[src/hw/rtl/dmds_pkg.sv]
// Package for the dual motor direction sequencer: codes, state and item types.
// Used by dmds_step and the top level; depends on nothing.
`default_nettype none

package dmds_pkg;

  localparam int unsigned MS_W   = 22;
  localparam int unsigned DEAD_W = 16;

  localparam logic [MS_W-1:0] MAX_RUN_MS          = 22'd3600000;
  localparam logic [MS_W-1:0] AUTO_INTERVAL_RESET = 22'd5000;

  // func codes
  localparam logic [1:0] FUNC_TICK = 2'd0;
  localparam logic [1:0] FUNC_CMD  = 2'd1;
  localparam logic [1:0] FUNC_POLL = 2'd2;

  // command kinds
  localparam logic [1:0] CMD_RESUME = 2'd0;
  localparam logic [1:0] CMD_STOP   = 2'd1;
  localparam logic [1:0] CMD_RUN    = 2'd2;

  // command channel select
  localparam logic [1:0] CH_A    = 2'd0;
  localparam logic [1:0] CH_B    = 2'd1;
  localparam logic [1:0] CH_BOTH = 2'd2;

  // configuration register indexes
  localparam logic [2:0] REG_AUTO_INTERVAL = 3'd0;
  localparam logic [2:0] REG_REVERSE_DEAD  = 3'd1;
  localparam logic [2:0] REG_START_FWD     = 3'd2;
  localparam logic [2:0] REG_CHAN_B_EN     = 3'd3;

  typedef enum logic [1:0] {
    DIR_STOP = 2'd0,
    DIR_FWD  = 2'd1,
    DIR_REV  = 2'd2
  } dir_t;

  typedef struct packed {
    logic [MS_W-1:0]   phase_len_ms;
    logic [DEAD_W-1:0] reverse_dead_ms;
    logic              auto_start_forward;
    logic              second_channel_enable;
  } cfg_t;

  typedef struct packed {
    logic              auto_on;
    logic              auto_dir_forward;
    logic [MS_W-1:0]   auto_left_ms;
    logic              auto_braking_flag;
    logic [DEAD_W-1:0] dead_left_ms;
    logic              next_dir_forward;
    dir_t              chan_a_dir;
    dir_t              chan_b_dir;
    logic [MS_W-1:0]   chan_a_left_ms;
    logic [MS_W-1:0]   chan_b_left_ms;
    logic [3:0]        pin_levels;   // [0] A fwd, [1] A rev, [2] B fwd, [3] B rev
  } state_t;

  typedef struct packed {
    logic [1:0]      func;
    logic [1:0]      cmd_kind;
    logic [1:0]      cmd_channel;
    logic            cmd_reverse;
    logic [MS_W-1:0] run_ms;
    logic            button_up;
    logic            button_down;
    logic            limit_up;
    logic            limit_down;
  } item_t;

  function automatic logic [1:0] pins_of(dir_t d);
    logic [1:0] p;
    p = 2'b00;
    if (d == DIR_FWD) begin
      p = 2'b01;
    end else if (d == DIR_REV) begin
      p = 2'b10;
    end
    return p;
  endfunction

endpackage

`default_nettype wire

[src/hw/rtl/dmds_step.sv]
// Next-state logic for one item: tick, command or poll applied to the current state.
// Purely combinational; depends on dmds_pkg.
`default_nettype none

module dmds_step (
  input  dmds_pkg::state_t cur,
  input  dmds_pkg::cfg_t   cfg,
  input  dmds_pkg::item_t  item,
  output dmds_pkg::state_t nxt
);

  always_comb begin
    dmds_pkg::state_t    s;
    logic                use_a;
    logic                use_b;
    logic                any_btn;
    logic [dmds_pkg::MS_W-1:0] ms;
    dmds_pkg::dir_t      run_dir;
    dmds_pkg::dir_t      set_dir;

    s       = cur;
    use_a   = (item.cmd_channel == dmds_pkg::CH_A) ||
              (item.cmd_channel == dmds_pkg::CH_BOTH);
    use_b   = (item.cmd_channel == dmds_pkg::CH_B) ||
              (item.cmd_channel == dmds_pkg::CH_BOTH);
    any_btn = item.button_up || item.button_down;
    ms      = (item.run_ms > dmds_pkg::MAX_RUN_MS) ? dmds_pkg::MAX_RUN_MS : item.run_ms;
    run_dir = item.cmd_reverse ? dmds_pkg::DIR_REV : dmds_pkg::DIR_FWD;
    set_dir = dmds_pkg::DIR_STOP;

    unique case (item.func)
      dmds_pkg::FUNC_TICK: begin
        if (s.auto_on) begin
          if (s.auto_braking_flag) begin
            if (s.dead_left_ms != '0) begin
              s.dead_left_ms = s.dead_left_ms - 16'd1;
              if (s.dead_left_ms == '0) begin
                s.auto_braking_flag = 1'b0;
                s.auto_dir_forward  = s.next_dir_forward;
                s.auto_left_ms      = cfg.phase_len_ms;
              end
            end
          end else if (s.auto_left_ms != '0) begin
            s.auto_left_ms = s.auto_left_ms - 22'd1;
            if (s.auto_left_ms == '0) begin
              s.next_dir_forward = !s.auto_dir_forward;
              if (cfg.reverse_dead_ms != '0) begin
                s.auto_braking_flag = 1'b1;
                s.dead_left_ms      = cfg.reverse_dead_ms;
              end else begin
                s.auto_dir_forward = s.next_dir_forward;
                s.auto_left_ms     = cfg.phase_len_ms;
              end
            end
          end
        end
        if (s.chan_a_left_ms != '0) begin
          s.chan_a_left_ms = s.chan_a_left_ms - 22'd1;
          if (s.chan_a_left_ms == '0) s.chan_a_dir = dmds_pkg::DIR_STOP;
        end
        if (s.chan_b_left_ms != '0) begin
          s.chan_b_left_ms = s.chan_b_left_ms - 22'd1;
          if (s.chan_b_left_ms == '0) s.chan_b_dir = dmds_pkg::DIR_STOP;
        end
      end

      dmds_pkg::FUNC_CMD: begin
        if (item.cmd_kind == dmds_pkg::CMD_RESUME) begin
          s.auto_on           = 1'b1;
          s.auto_dir_forward  = cfg.auto_start_forward;
          s.auto_left_ms      = cfg.phase_len_ms;
          s.auto_braking_flag = 1'b0;
          s.dead_left_ms      = '0;
        end else if (item.cmd_kind == dmds_pkg::CMD_STOP &&
                     item.cmd_channel <= dmds_pkg::CH_BOTH) begin
          s.auto_on = 1'b0;
          if (use_a) begin
            s.chan_a_dir       = dmds_pkg::DIR_STOP;
            s.chan_a_left_ms   = '0;
            s.pin_levels[1:0]  = 2'b00;
          end
          if (use_b) begin
            s.chan_b_dir       = dmds_pkg::DIR_STOP;
            s.chan_b_left_ms   = '0;
            s.pin_levels[3:2]  = 2'b00;
          end
        end else if (item.cmd_kind == dmds_pkg::CMD_RUN &&
                     item.cmd_channel <= dmds_pkg::CH_BOTH) begin
          s.auto_on = 1'b0;
          if (use_a) begin
            s.chan_a_dir     = run_dir;
            s.chan_a_left_ms = ms;
          end
          if (use_b) begin
            s.chan_b_dir     = run_dir;
            s.chan_b_left_ms = ms;
          end
        end
      end

      dmds_pkg::FUNC_POLL: begin
        if (any_btn) s.auto_on = 1'b0;
        // buttons override auto; both buttons together stop
        if (s.auto_on) begin
          set_dir = s.auto_braking_flag ? dmds_pkg::DIR_STOP
                  : (s.auto_dir_forward ? dmds_pkg::DIR_FWD : dmds_pkg::DIR_REV);
        end else if (item.button_up && !item.button_down) begin
          set_dir = dmds_pkg::DIR_FWD;
        end else if (item.button_down && !item.button_up) begin
          set_dir = dmds_pkg::DIR_REV;
        end
        if (s.auto_on || any_btn) begin
          s.chan_a_dir     = set_dir;
          s.chan_b_dir     = set_dir;
          s.chan_a_left_ms = '0;
          s.chan_b_left_ms = '0;
        end
        if (s.chan_a_dir == dmds_pkg::DIR_STOP ||
            (s.chan_a_dir == dmds_pkg::DIR_FWD && item.limit_up) ||
            (s.chan_a_dir == dmds_pkg::DIR_REV && item.limit_down)) begin
          s.chan_a_dir      = dmds_pkg::DIR_STOP;
          s.chan_a_left_ms  = '0;
          s.pin_levels[1:0] = 2'b00;
        end else begin
          s.pin_levels[1:0] = dmds_pkg::pins_of(s.chan_a_dir);
        end
        if (s.chan_b_dir == dmds_pkg::DIR_STOP || !cfg.second_channel_enable ||
            (s.chan_b_dir == dmds_pkg::DIR_FWD && item.limit_up) ||
            (s.chan_b_dir == dmds_pkg::DIR_REV && item.limit_down)) begin
          s.chan_b_dir      = dmds_pkg::DIR_STOP;
          s.chan_b_left_ms  = '0;
          s.pin_levels[3:2] = 2'b00;
        end else begin
          s.pin_levels[3:2] = dmds_pkg::pins_of(s.chan_b_dir);
        end
      end

      default: begin
        // unused func code: state unchanged
      end
    endcase

    nxt = s;
  end

endmodule

`default_nettype wire

[src/hw/rtl/dual_motor_direction_sequencer_top.sv]
// Top level of the dual motor direction sequencer: state, config registers, result stage.
// Depends on dmds_pkg and dmds_step.
//
// Usage:
//   Input channel (in_*): one item per handshake; in_func selects a 1 ms tick, a
//   decoded command or a poll of buttons and limit switches.
//   Result channel (out_*): exactly one item per input item, carrying the four
//   H-bridge pin levels and the auto flag after that item.
//   Config channel (cfg_*): always ready; write only while no item is in flight.
//   The auto interval is clamped to 1..3600000 on write; indexes above 3 are dropped.
//   Latency: the result is valid the cycle after the input is accepted.
//   Throughput: one item per cycle while results are taken; the state update is a single
//   pass of compares and 22- and 16-bit decrements between state and result registers.
//   Receiver stall: the result register holds; in_ready stays high only while the
//   result is being taken in the same cycle, so nothing is lost or repeated.
//   Reset (rst_n low, synchronous): auto mode on, start direction forward, 5000 ms
//   interval, both channels stopped with pins braked, no result pending.
`default_nettype none

module dual_motor_direction_sequencer_top (
  input  wire logic        clk,
  input  wire logic        rst_n,

  input  wire logic        in_valid,
  output logic             in_ready,
  input  wire logic [1:0]  in_func,
  input  wire logic [1:0]  in_cmd_kind,
  input  wire logic [1:0]  in_cmd_channel,
  input  wire logic        in_cmd_reverse,
  input  wire logic [21:0] in_run_ms,
  input  wire logic        in_button_up,
  input  wire logic        in_button_down,
  input  wire logic        in_limit_up,
  input  wire logic        in_limit_down,

  output logic             out_valid,
  input  wire logic        out_ready,
  output logic             out_a_forward_pin,
  output logic             out_a_reverse_pin,
  output logic             out_b_forward_pin,
  output logic             out_b_reverse_pin,
  output logic             out_auto_active,

  input  wire logic        cfg_valid,
  output logic             cfg_ready,
  input  wire logic [2:0]  cfg_index,
  input  wire logic [21:0] cfg_data
);

  dmds_pkg::state_t state_r;
  dmds_pkg::state_t state_nxt;
  dmds_pkg::cfg_t   cfg_r;
  dmds_pkg::item_t  item;
  logic             out_valid_r;
  logic [3:0]       pins_r;
  logic             auto_r;
  logic             in_acc;
  logic [21:0]      interval_clamped;

  assign item.func        = in_func;
  assign item.cmd_kind    = in_cmd_kind;
  assign item.cmd_channel = in_cmd_channel;
  assign item.cmd_reverse = in_cmd_reverse;
  assign item.run_ms      = in_run_ms;
  assign item.button_up   = in_button_up;
  assign item.button_down = in_button_down;
  assign item.limit_up    = in_limit_up;
  assign item.limit_down  = in_limit_down;

  assign in_ready  = !out_valid_r || out_ready;
  assign in_acc    = in_valid && in_ready;
  assign cfg_ready = 1'b1;

  assign interval_clamped = (cfg_data == '0) ? 22'd1
                          : ((cfg_data > dmds_pkg::MAX_RUN_MS) ? dmds_pkg::MAX_RUN_MS : cfg_data);

  dmds_step u_step (
    .cur  (state_r),
    .cfg  (cfg_r),
    .item (item),
    .nxt  (state_nxt)
  );

  always_ff @(posedge clk) begin
    if (!rst_n) begin
      cfg_r.phase_len_ms          <= dmds_pkg::AUTO_INTERVAL_RESET;
      cfg_r.reverse_dead_ms       <= '0;
      cfg_r.auto_start_forward    <= 1'b1;
      cfg_r.second_channel_enable <= 1'b1;
      state_r.auto_on             <= 1'b1;
      state_r.auto_dir_forward    <= 1'b1;
      state_r.auto_left_ms        <= dmds_pkg::AUTO_INTERVAL_RESET;
      state_r.auto_braking_flag   <= 1'b0;
      state_r.dead_left_ms        <= '0;
      state_r.next_dir_forward    <= 1'b1;
      state_r.chan_a_dir          <= dmds_pkg::DIR_STOP;
      state_r.chan_b_dir          <= dmds_pkg::DIR_STOP;
      state_r.chan_a_left_ms      <= '0;
      state_r.chan_b_left_ms      <= '0;
      state_r.pin_levels          <= '0;
      out_valid_r                 <= 1'b0;
    end else begin
      if (cfg_valid) begin
        unique case (cfg_index)
          dmds_pkg::REG_AUTO_INTERVAL: cfg_r.phase_len_ms          <= interval_clamped;
          dmds_pkg::REG_REVERSE_DEAD:  cfg_r.reverse_dead_ms       <= cfg_data[15:0];
          dmds_pkg::REG_START_FWD:     cfg_r.auto_start_forward    <= cfg_data[0];
          dmds_pkg::REG_CHAN_B_EN:     cfg_r.second_channel_enable <= cfg_data[0];
          default: begin
          end
        endcase
      end
      if (in_acc) begin
        state_r     <= state_nxt;
        out_valid_r <= 1'b1;
      end else if (out_ready) begin
        out_valid_r <= 1'b0;
      end
    end
  end

  // result payload, no reset needed
  always_ff @(posedge clk) begin
    if (in_acc) begin
      pins_r <= state_nxt.pin_levels;
      auto_r <= state_nxt.auto_on;
    end
  end

  assign out_valid         = out_valid_r;
  assign out_a_forward_pin = pins_r[0];
  assign out_a_reverse_pin = pins_r[1];
  assign out_b_forward_pin = pins_r[2];
  assign out_b_reverse_pin = pins_r[3];
  assign out_auto_active   = auto_r;

endmodule

`default_nettype wire

[config.mk]
export PLATFORM = sky130hd
export DESIGN_NAME = dual_motor_direction_sequencer_top
export DESIGN_NICKNAME = d
export VERILOG_FILES = /design/src/hw/rtl/dmds_pkg.sv /design/src/hw/rtl/dmds_step.sv /design/src/hw/rtl/dual_motor_direction_sequencer_top.sv
export SDC_FILE = /design/constraint.sdc
export NUM_CORES = 1
export LEC_CHECK = 0
export BUFFER_PORTS_ARGS = -buffer_cell sky130_fd_sc_hd__buf_2
export CAP_MARGIN = 20
export CORE_ASPECT_RATIO = 1.4
export CORE_UTILIZATION = 45
export CTS_CLUSTER_SIZE = 14
export DETAILED_ROUTE_END_ITERATION = 10
export GPL_TIMING_DRIVEN = 0
export PLACE_DENSITY = 0.61
export SETUP_SLACK_MARGIN = 0.4
export SKIP_CTS_REPAIR_TIMING = 1
export SKIP_LAST_GASP = 1
export SLEW_MARGIN = 20
export SYNTH_ARGS = -nofsm -noshare
export SYNTH_HDL_FRONTEND = slang
export SYNTH_SLANG_ARGS = --single-unit
[constraint.sdc]
create_clock -name clk -period 4.4 [get_ports clk]
set_input_delay 0.66 -clock clk [delete_from_list [all_inputs] [get_ports clk]]
set_output_delay 0.66 -clock clk [all_outputs]
set_load 0.005 [all_outputs]
# Yosys cells after proc, flatten, opt, wreduce, memory -nomap -nowiden
# Cells that the tools add are included.
[totals]
reg_bits = 140
[op_classes]
addsub = 4
order_cmp = 3
eq_ne = 31
n_mux = 61
n_bitwise = 1
reduce_logical = 56
[ops]
columns = ["operator", "count"]
rows = [
  ["two-way mux 22 bit", 10],
  ["two-way mux 48 bit", 4],
  ["case mux 48 bit (3 select lines)", 1],
  ["two-way mux 41 bit", 3],
  ["two-way mux 40 bit", 3],
  ["logical NOT 22 bit", 4],
  ["case mux 40 bit (2 select lines)", 1],
  ["nonzero test 22 bit", 3],
  ["subtractor 22 x 1 -> 22 bit, second input constant", 3],
  ["two-way mux 52 bit", 1],
  ["two-way mux 24 bit", 2],
  ["two-way mux 2 bit", 23],
  ["greater-than comparator 22 bit, second input constant", 2],
  ["AND reduction 7 bit", 5],
  ["nonzero test 16 bit", 2],
  ["two-way mux 23 bit", 1],
  ["two-way mux 17 bit", 1],
  ["logical NOT 16 bit", 1],
  ["subtractor 16 x 1 -> 16 bit, second input constant", 1],
  ["inequality test 3 x 2 -> 1 bit, second input constant", 5],
  ["inequality test 2 x 1 -> 1 bit, second input constant", 7],
  ["equality test 2 x 1 -> 1 bit, second input constant", 5],
  ["equality test 2 bit, second input constant", 5],
  ["logical NOT 2 bit", 5],
  ["22 further kinds", 58],
]

# Depth between registers and ports, before layout
# Gate-level depths: netlist of run 1.
[logic_depth]
ltp_word = 13
mapped_depth = 13
depth_no_buf = 10

# Cells and area by module
# A second synthesis of run 1 with hierarchy kept.
[hier_totals]
hier_cells = 1741
hier_area_um2 = 12040.3
[modules_own_cells]
columns = ["module", "instances", "cells_each", "area_per_inst_um2", "seq_area_each_um2"]
rows = [
  ["dmds_step", 1, 1124, 6710.2, 0.0],
  ["dual_motor_direction_sequencer_top", 1, 617, 5330.1, 2852.7],
]

# Worst setup path before layout of run 1
# OpenSTA, ideal clock, no wires.
[synth_path]
kind = "register to register"
start = "register state_r[70] (netlist bit)"
end = "register state_r[54] (netlist bit)"
setup_ps = 68
arrival_ps = 3179
t_required_ps = 4332
path_slack_ps = 1153
stages_incl_launch_ff = 13
cell_sequence = "dfxtp_1 > clkbuf_1 > inv_1 > ha_1 > nor3b_1 > nand4_1 > o31ai_2 > nand4_4 > or4_4 > nor4_4 > buf_6 > a21oi_1 > o2bb2ai_2"
[synth_between]
elab_chain_cells = 4
[synth_lines]
columns = ["item", "line", "rtl"]
rows = [
  ["start: declaration", "dual_motor_direction_sequencer_top.sv:50", "dmds_pkg::state_t state_r;"],
  ["start signal: assignment", "dual_motor_direction_sequencer_top.sv:114", "state_r <= state_nxt;"],
  ["subtractor 22 x 1 -> 22 bit", "dmds_step.sv:44", "s.auto_left_ms = s.auto_left_ms - 22'd1;"],
  ["logical NOT 22 bit", "dmds_step.sv:45", "if (s.auto_left_ms == '0) begin"],
  ["inequality test 3 x 2 -> 1 bit (no line)", "-", ""],
  ["AND reduction 8 bit (no line) (*)", "-", ""],
]
# Mark *: on every way between the ends. The rest lies on a longest branch, timed or not.
# A chain may end at the register's enable or synchronous reset.

# Worst setup path after layout of run 1
[layout_path]
start = "register state_r[55] (netlist bit)"
end = "register state_r[73] (netlist bit)"
[layout_between]
elab_chain_cells = 4
[layout_lines]
columns = ["item", "line", "rtl"]
rows = [
  ["subtractor 16 x 1 -> 16 bit", "dmds_step.sv:36", "s.dead_left_ms = s.dead_left_ms - 16'd1;"],
  ["logical NOT 16 bit", "dmds_step.sv:37", "if (s.dead_left_ms == '0) begin"],
  ["inequality test 3 x 2 -> 1 bit (no line)", "-", ""],
  ["AND reduction 7 bit (no line) (*)", "-", ""],
]
# Marks and branches as above.

==> flow_summary.toml, run 1 <==
[grt]
grt_use_met1_pct = 33.6
grt_pass1_vias = 9131
grt_pass1_wl_mm = 48.2
gr-usage-met3_pct = 4.47
grt.busiest_layer = "met2"
grtUsageMet2_pct = 53.8
antenna_found_initial = 0
grt_max_degree = 17
grt_overflow_total = 0
grt_usage_pct = 30.3

[drt]
routedWlPerCell_um = 20.0
wirelength_mm = 31.1
via_count = 9621
drt-initial-drc-count = 691
vias_per_cell = 6.20
dr.pass1.iters = 5
route.detailed.drc = 0
ant_nets = 0

[min_path]
holdCritPathClass = "register to register"

[synthesis]
synthCells = 1198
yosysTopAreaCell = "dfxtp_1"
ys_warn_count = 0
netlist.area_leader.share_pct = 29.9
avgSynthCellArea_sq_um = 7.55
synthFlopType = "dfxtp_1"
synth_seq_area_share_pct = 31.5
synth_cell_types = 89
syn_area_sq_um = 9050
async_flop_share_pct = 0
ys_ff_latch = 140
synth_edf_count = 5
synth_nets = 1276
synth.area.top_cells = "dfxtp_1 (30%), a21oi_1 (6.2%), nor2_1 (5.4%), o21ai_0 (5.0%), nand2_1 (4.8%)"

[cells_and_area]
final_area_sq_um = 10400
nNetsFinal = 1366
synthToLayoutAreaGrowth_pct = 14.6
fillers = 2014
diodes = 0
mostFrequentLayoutCell = "dfxtp_1"
most-common-layout-cells = "dfxtp_1 (135), nor2_1 (129), nand2_1 (115)"
final_layout_size_suffix_gt1_share_pct = 12.0

[placed_design]
dpl-instance-area_sq_um = 9710
dp_hpwl_mm = 23.2
place_ws_ns = 0.263
port_buffers = 69
gp_congestion = 0.981

[setup_path]
path_cells = "clkbuf_1 > nor4_2 > and2_0 > clkbuf_1 > a31o_1 > buf_2 > a211o_1 > nor2_1 > a221o_1 > buf_2 > buf_4 > nand3_1 > nand3_1"
cp-start-kind = "register"
critical_path_class = "register to register"
cpPeakStageDelay_ns = 0.83
endpoint_kind = "register"
slowest_stage = "nor4_2"
cp_max_fo = 10
reg2reg_setup_slack_ns = 0.63
critPathRequiredTime_ns = 4.66
crit_arrival_ns = 4.03

[timing]
worstMarginPinSlew_ns = 0.877
finalSetupViolCount = 0
setup_ws_ns = 0.632
fin_crit_ns = 3.77
hold_ws_ns = 0.458
hold_viol_final = 0
drv_slew = 0
rsz0062_at_grt = "false"
final.setup_skew_ns = 0.00792
final.setup.tns_ns = 0
post-route-period-util_pct = 85.6
max_slew_margin_pct = 41.1
fmax_ghz = 0.265

[power]
vdd_drop_max_uv = 284
p_leak_nw = 3.82
power.density_nw_per_um2 = 380

[clock_network]
cts_buffer_depth = 2
cts_tree = "built"
clkTransAtPathRegs_ns = 0.06
cts_made_buffers = 17
htree_levels = 4
clk_latency_ns = 0.44
cts_sinks = 140
cts-root-buf = "clkbuf_16"

[outcome]
outcome = "finished, final reports clean"

[flow_run]
drv_cap = 0

[floorplan]
die_h_um = 170
core_sq_um = 19800
row_count = 61
ios = 71
die_width_um = 122
dieArea_sq_um = 20700
initial_utilization_pct = 45.8
Yosys cell counts (7+ instances only):
cell type    n
nand2b_1     8
xor2_1      11
nor2b_1     13
ha_1        15
nand2_1    115
o41ai_1     10
o31ai_1     14
dfxtp_1    135
clkbuf_1    73
nor4_1      30
nand4b_1     7
nor2_1     129
nand3_1     22
or3_1       13
nor3_1      63
a31oi_1     13
o211ai_1    14
o2bb2ai_2   11
xnor2_1     20
or4_1       12
o21ai_0     91
a22oi_1     21
a2bb2oi_1   12
a21oi_1    112
inv_1       33
nand4_1     17
nor3b_1      9
and3_1       8
and2_1      11
critical path, delay by kind of cell, from the launching register on:
family	cells	cell delay (ns)
AOI/OAI and AO/OA	3	0.75
buffers and inverters	5	1.18
DFF	1	0.29
and+or+nand+nor	5	1.36
stage by stage:
step | power (mW) | std cells | util, %
after detailed placement | 2.44 | 1519 | 49.1
after global placement | 2.44 | 1519 | 49.1
after CTS | 3.93 | 1550 | 52.1
after floorplan | 2.14 | 1198 | -
final | 3.93 | 1552 | 52.4
after global routing | 4.11 | 1552 | 52.4
worst paths after layout:
check,to,cells after the start,startpoint
worst min register to register,state_r[51],2,state_r[51]
worst max-delay path,state_r[73],13,state_r[55]
worst min-delay path,state_r[51],2,state_r[51]
worst max register to register,state_r[73],13,state_r[55]
final cells by class:
class / count / area [sq um] / share of cell area [%]
Clock inverter: 7 / 113 / 1.09
Clock buffer: 24 / 482 / 4.65
Tap cell: 252 / 315 / 3.04
Buffer: 88 / 379 / 3.66
Timing Repair Buffer: 71 / 360 / 3.48
Multi-Input combinational cell: 936 / 5730 / 55.3
Sequential cell: 140 / 2850 / 27.5
Inverter: 34 / 128 / 1.23
cell families (layout without fill, tap and decap cells):
family	count (synthesis)	after routing	synth area share (%)
other	1	1	0.0415
muxes	5	5	0.567
adders and majority gates	15	15	2.07
DFF	140	140	31.5
and+or+nand+nor	498	498	28.5
AOI/OAI and AO/OA	386	386	28.7
buffers and inverters	122	224	5.56
xor gates and xnor gates	31	31	3.00
flip-flops by register name, indices dropped and copies added, names as in the netlist:
signal,cells
state_r,94
out_valid,1
out_auto_active,1
pins_r,4
cfg_r,40
routing by layer:
metal  wire length, um  part of all wire, %  vias to the layer above
met5                 0                    0                        -
met4              1580                  5.1                        0
met3              1500                  4.8                       98
met2             15700                   51                      350
met1             12300                   40                     4551
li1                  -                    -                     4622
where the power goes:
group	internal, mW	switching [mW]
combinational	0.376	0.660
sequential	1.34	0.0709
clock	0.930	0.556
Note: power is estimated with default switching activity, not from simulation.
==> run 2: changes to the inputs <==
--- a/config.mk
+++ b/config.mk
@@ -9,10 +9,10 @@
 export CAP_MARGIN = 20
 export CORE_ASPECT_RATIO = 1.4
 export CORE_UTILIZATION = 45
+export CTS_BUF_LIST = sky130_fd_sc_hd__clkbuf_4 sky130_fd_sc_hd__clkbuf_8
 export CTS_CLUSTER_SIZE = 14
 export DETAILED_ROUTE_END_ITERATION = 10
 export GPL_TIMING_DRIVEN = 0
-export PLACE_DENSITY = 0.61
 export SETUP_SLACK_MARGIN = 0.4
 export SKIP_CTS_REPAIR_TIMING = 1
 export SKIP_LAST_GASP = 1
==> run 2 against run 1 <==
Final cell count increased by 0.13%. Critical path depth fell by 2. Die area unchanged. Register-to-register slack worse by 0.02 ns. Sequential share of layout area rose by 0.49 points. Utilization shrank 0.91 points. Setup slack worse by 0.024 ns. Critical path type unchanged. Largest power group is now registers. Highest routed layer unchanged.
==> flow_summary.toml, run 2 (synthesized netlist as in run 1, its figures left out) <==
[outcome]
outcome = "finished, final reports clean"

[clock_network]
clk_latency_ns = 0.47
clkTransAtPathRegs_ns = 0.09
cts_made_buffers = 17
cts-root-buf = "clkbuf_8"
cts_sinks = 140
cts_buffer_depth = 2
htree_levels = 4
cts_tree = "built"

[floorplan]
row_count = 61
ios = 71
dieArea_sq_um = 20700
die_width_um = 122
core_sq_um = 19800
die_h_um = 170
initial_utilization_pct = 45.8

[drt]
dr_wl_met2_mm = 16.0
dr.max_layer_used = "met4"
drt-initial-drc-count = 747
vias_per_cell = 6.14
met3_length_mm = 1.38
routedWlPerCell_um = 20.0
via_count = 9537
wirelength_mm = 31.2
dr.pass1.iters = 6
met1_length_mm = 12.3
route.detailed.drc = 0
ant_nets = 0

[flow_run]
drv_cap = 0

[timing]
max_slew_margin_pct = 41.5
rsz0062_at_grt = "false"
finalSetupViolCount = 0
drv_slew = 0
fmax_ghz = 0.264
worstMarginPinSlew_ns = 0.868
fin_crit_ns = 3.79
setup_ws_ns = 0.608
final.setup_skew_ns = 0.0164
post-route-period-util_pct = 86.2
hold_viol_final = 0

[grt]
grt_max_degree = 17
grt_usage_pct = 30.9
grt_pass1_wl_mm = 49.4
grt_pass1_vias = 9147
antenna_found_initial = 0
grt_overflow_total = 0

[placed_design]
dp_hpwl_mm = 23.5
port_buffers = 69
place_ws_ns = 0.272
place_inst = 1519
gp_congestion = 0.979

[cells_and_area]
largestRegisters = "state_r: 94 flops, cfg_r: 40 flops, pins_r: 4 flops"
final_util_pct = 51.5
regMostFlops = "state_r"
diodes = 0
final_layout_size_suffix_gt1_share_pct = 12.3
mostFrequentLayoutCell = "dfxtp_1"
most-common-layout-cells = "dfxtp_1 (135), nor2_1 (129), nand2_1 (115)"
largest_reg_flops = 94
synthToLayoutAreaGrowth_pct = 12.6
final_cells = 1554
nNetsFinal = 1367

[setup_path]
cp-start-kind = "register"
path_cells = "inv_1 > ha_1 > or4b_1 > clkbuf_1 > or4_1 > clkbuf_1 > o221ai_1 > clkbuf_1 > nor2_1 > a21oi_1 > nor2_1"
cp_num_buf_inv = 4
crit_arrival_ns = 4.12
endpoint_kind = "register"
cpPeakStageDelay_ns = 0.66
critical_path_class = "register to register"
crit_top_cell = "clkbuf_1"
slowest_stage = "o221ai_1"
cp_max_fo = 10
critPathRequiredTime_ns = 4.73
crit_family = "simple AND/OR/NAND/NOR gates"

[power]
power.density_nw_per_um2 = 352
power_mw = 3.58
vdd_drop_max_uv = 196
p_leak_nw = 3.74

[min_path]
holdCritPathClass = "input pin to register"
## run 2: changes by cell type in the layout (fill, tap and decap cells not counted), sizes merged
| cell | change |
|---|---|
| inv | +6 |
| clkinv | +1 |
| buf | +1 |
| clkinvlp | +1 |
| clkbuf | -7 |
## run 2: power by group
group / internal (mW) / total, mW / switching, mW
logic: 0.375 / 1.03 / 0.658
clock network: 0.569 / 1.14 / 0.572
registers: 1.34 / 1.41 / 0.0699
total: 2.28 / 3.58 / 1.30
## run 2: worst paths after layout
check                           cells past startpoint         from  slack [ns]           to
worst max-delay path                               11  state_r[26]        0.61  state_r[40]
worst min-delay path                                3     in_valid        0.42    out_valid
worst max register to register                     11  state_r[26]        0.61  state_r[40]
worst min register to register                      2  state_r[50]        0.46  state_r[50]
## run 2: layer usage
metal	up-vias	track usage (%)
met5	-	0
met4	0	15.8
met3	96	5.21
met2	348	55.9
met1	4471	34.1
li1	4622	-
## run 2: cell type report
cell class	count	area (sq um)
fillers	1977	9580
multi-input cells	936	5720
flip-flops and latches	140	2850
plain buffers	88	379
repair buffers	72	368
well taps	252	315
clock buffers	17	234
clock inverters	15	183
inverters	34	128
## run 2: through the flow
stage                     hold WS [ns]  TNS, ns  instance area, sq um
after floorplan                  0.427        0                  9050
after global placement           0.441    -6.73                  9710
after detailed placement         0.446        0                  9710
after CTS                        0.414        0                 10100
after global routing             0.422        0                 10200
final                            0.425        0                 10200
## run 2: worst min-delay path, stage by stage
cell and delay [ns]:
buf_2 0.10, inv_1 0.04, a21oi_1 0.05
==> run 3: changes to the inputs <==
--- a/config.mk
+++ b/config.mk
@@ -8,6 +8,7 @@
 export BUFFER_PORTS_ARGS = -buffer_cell sky130_fd_sc_hd__buf_2
 export CAP_MARGIN = 20
 export CORE_ASPECT_RATIO = 1.4
+export CORE_MARGIN = 5
 export CORE_UTILIZATION = 45
 export CTS_BUF_LIST = sky130_fd_sc_hd__clkbuf_4 sky130_fd_sc_hd__clkbuf_8
 export CTS_CLUSTER_SIZE = 14
@@ -20,3 +21,4 @@
 export SYNTH_ARGS = -nofsm -noshare
 export SYNTH_HDL_FRONTEND = slang
 export SYNTH_SLANG_ARGS = --single-unit
+export TNS_END_PERCENT = 10
==> run 3 against run 2 <==
Setup slack got worse by 0.00076 ns. Register-to-register slack hardly changed. Clock power is 6% lower. Sequential power barely moved. Routed wire length up 0.30%. Combinational power barely moved. Critical path depth rose by 1. Fmax about the same. Utilization fell by 0.38 points. Sequential share of layout area increased by 0.10 points. Worst hold slack got worse by 0.0018 ns. Clock skew up 0.0039 ns. Largest cell class unchanged. Largest power group unchanged. Highest routed layer unchanged.
==> flow_summary.toml, run 3 (synthesized netlist as in run 1, its figures left out) <==
[outcome]
outcome = "finished, final reports clean"

[setup_path]
critPathRequiredTime_ns = 4.77
critical_path_class = "register to register"
cp-start-kind = "register"
r2r-end = "state_r[79]"
r2r.worst_path.cells = 12
endpoint_kind = "register"
crit_arrival_ns = 4.17
cp_max_fo = 10
reg2reg_setup_slack_ns = 0.61
timing.rr.start = "state_r[53]"

[clock_network]
clk_latency_ns = 0.47
cts_sinks = 140
cts_tree = "built"
clkTransAtPathRegs_ns = 0.09
cts-root-buf = "clkbuf_8"
cts_made_buffers = 17
htree_levels = 4
cts_buffer_depth = 2

[flow_run]
drv_cap = 0

[min_path]
holdPathStages = 3
min_from = "in_valid"
holdCritPathClass = "input pin to register"
whs_endpoint = "out_valid"

[timing]
hold_viol_final = 0
final.setup.tns_ns = 0
worstMarginPinSlew_ns = 1.14
fmax_ghz = 0.264
finalSetupViolCount = 0
drv_slew = 0
rsz0062_at_grt = "true"
fin_crit_ns = 3.79
final.setup_skew_ns = 0.0203
post-route-period-util_pct = 86.2
max_slew_margin_pct = 23.4

[floorplan]
dieArea_sq_um = 23100
die_h_um = 178
initial_utilization_pct = 45.6
core_sq_um = 19800
row_count = 61
die_width_um = 130
ios = 71

[power]
power.density_nw_per_um2 = 346
p_leak_nw = 3.72
vdd_drop_max_uv = 204

[placed_design]
dp_hpwl_mm = 23.8
dpl-instance-area_sq_um = 9710
port_buffers = 69
gp_congestion = 1.00

[cells_and_area]
mostFrequentLayoutCell = "dfxtp_1"
final_layout_size_suffix_gt1_share_pct = 12.1
nNetsFinal = 1365
most-common-layout-cells = "dfxtp_1 (135), nor2_1 (129), nand2_1 (115)"
diodes = 0
synthToLayoutAreaGrowth_pct = 12.2
fillers = 2043
final_area_sq_um = 10100
final_util_pct = 51.1
largest_reg_flops = 94
largestRegisters = "state_r: 94 flops, cfg_r: 40 flops, pins_r: 4 flops"
regMostFlops = "state_r"

[grt]
grt_usage_pct = 27.3
grt_overflow_total = 0
grt_max_degree = 17
grt_pass1_wl_mm = 49.5
antenna_found_initial = 0
grt_pass1_vias = 9228

[drt]
dr.pass1.iters = 8
dr.max_layer_used = "met4"
route.detailed.drc = 0
vias_per_cell = 6.21
routedWlPerCell_um = 20.1
ant_nets = 0
met1_length_mm = 11.8
via_count = 9640
drt-initial-drc-count = 673
met3_length_mm = 1.71
wirelength_mm = 31.2
dr_wl_met2_mm = 16.2
[run 3: changes by cell type in the layout (fill, tap and decap cells not counted), moves of 2 or more]
| cell | delta |
|---|---|
| inv_8 | +4 |
| clkinv_2 | -2 |
| clkinv_4 | +3 |
| bufinv_16 | -2 |
| inv_6 | -2 |
| buf_4 | -2 |
[run 3: stage by stage]
step | hold WS (ns) | setup WS, ns | std cells | power, mW
floorplan | 0.427 | 1.15 | 1198 | 2.14
global placement | 0.441 | -0.468 | 1519 | 2.44
detailed placement | 0.447 | 0.333 | 1519 | 2.44
CTS | 0.410 | 0.297 | 1551 | 3.51
global route | 0.431 | 0.355 | 1552 | 3.71
finish | 0.423 | 0.607 | 1552 | 3.51
[run 3: critical path, stage by stage, from the launching register on]
cell       delay, ns
dfxtp_1         0.41
inv_1           0.09
ha_1            0.16
clkbuf_1        0.40
nor3b_1         0.35
xnor2_1         0.20
o2111ai_1       0.16
a211o_1         0.34
o31ai_1         0.39
clkbuf_1        0.40
clkbuf_1        0.47
nand4b_1        0.17
o2111ai_1       0.15
[run 3: worst max path at each step]
stage,cells after the start,start,end
floorplan,12,state_r[70],state_r[54]
global placement,10,in_func[1],state_r[38]
detailed placement,13,state_r[70],state_r[84]
CTS,13,state_r[70],state_r[84]
global route,11,state_r[80],state_r[79]
finish,12,state_r[53],state_r[79]
[run 3: area by class of cell]
type                            count  area [sq um]  share of cell area (%)
Multi-Input combinational cell    936          5720                    56.4
Sequential cell                   140          2850                    28.1
Buffer                             88           379                    3.74
Timing Repair Buffer               70           353                    3.48
Tap cell                          252           315                    3.11
Clock buffer                       18           248                    2.44
Clock inverter                     14           153                    1.50
Inverter                           34           128                    1.26
[run 3: power breakdown]
group	internal, mW	switching [mW]
Sequential	1.34	0.0702
Clock	0.486	0.588
Combinational	0.376	0.655
Total	2.20	1.31
[run 3: metal layers]
layer	track usage [%]	up-vias
met5	0	-
met4	13.7	0
met3	4.34	90
met2	49.1	363
met1	30.8	4565
li1	-	4622
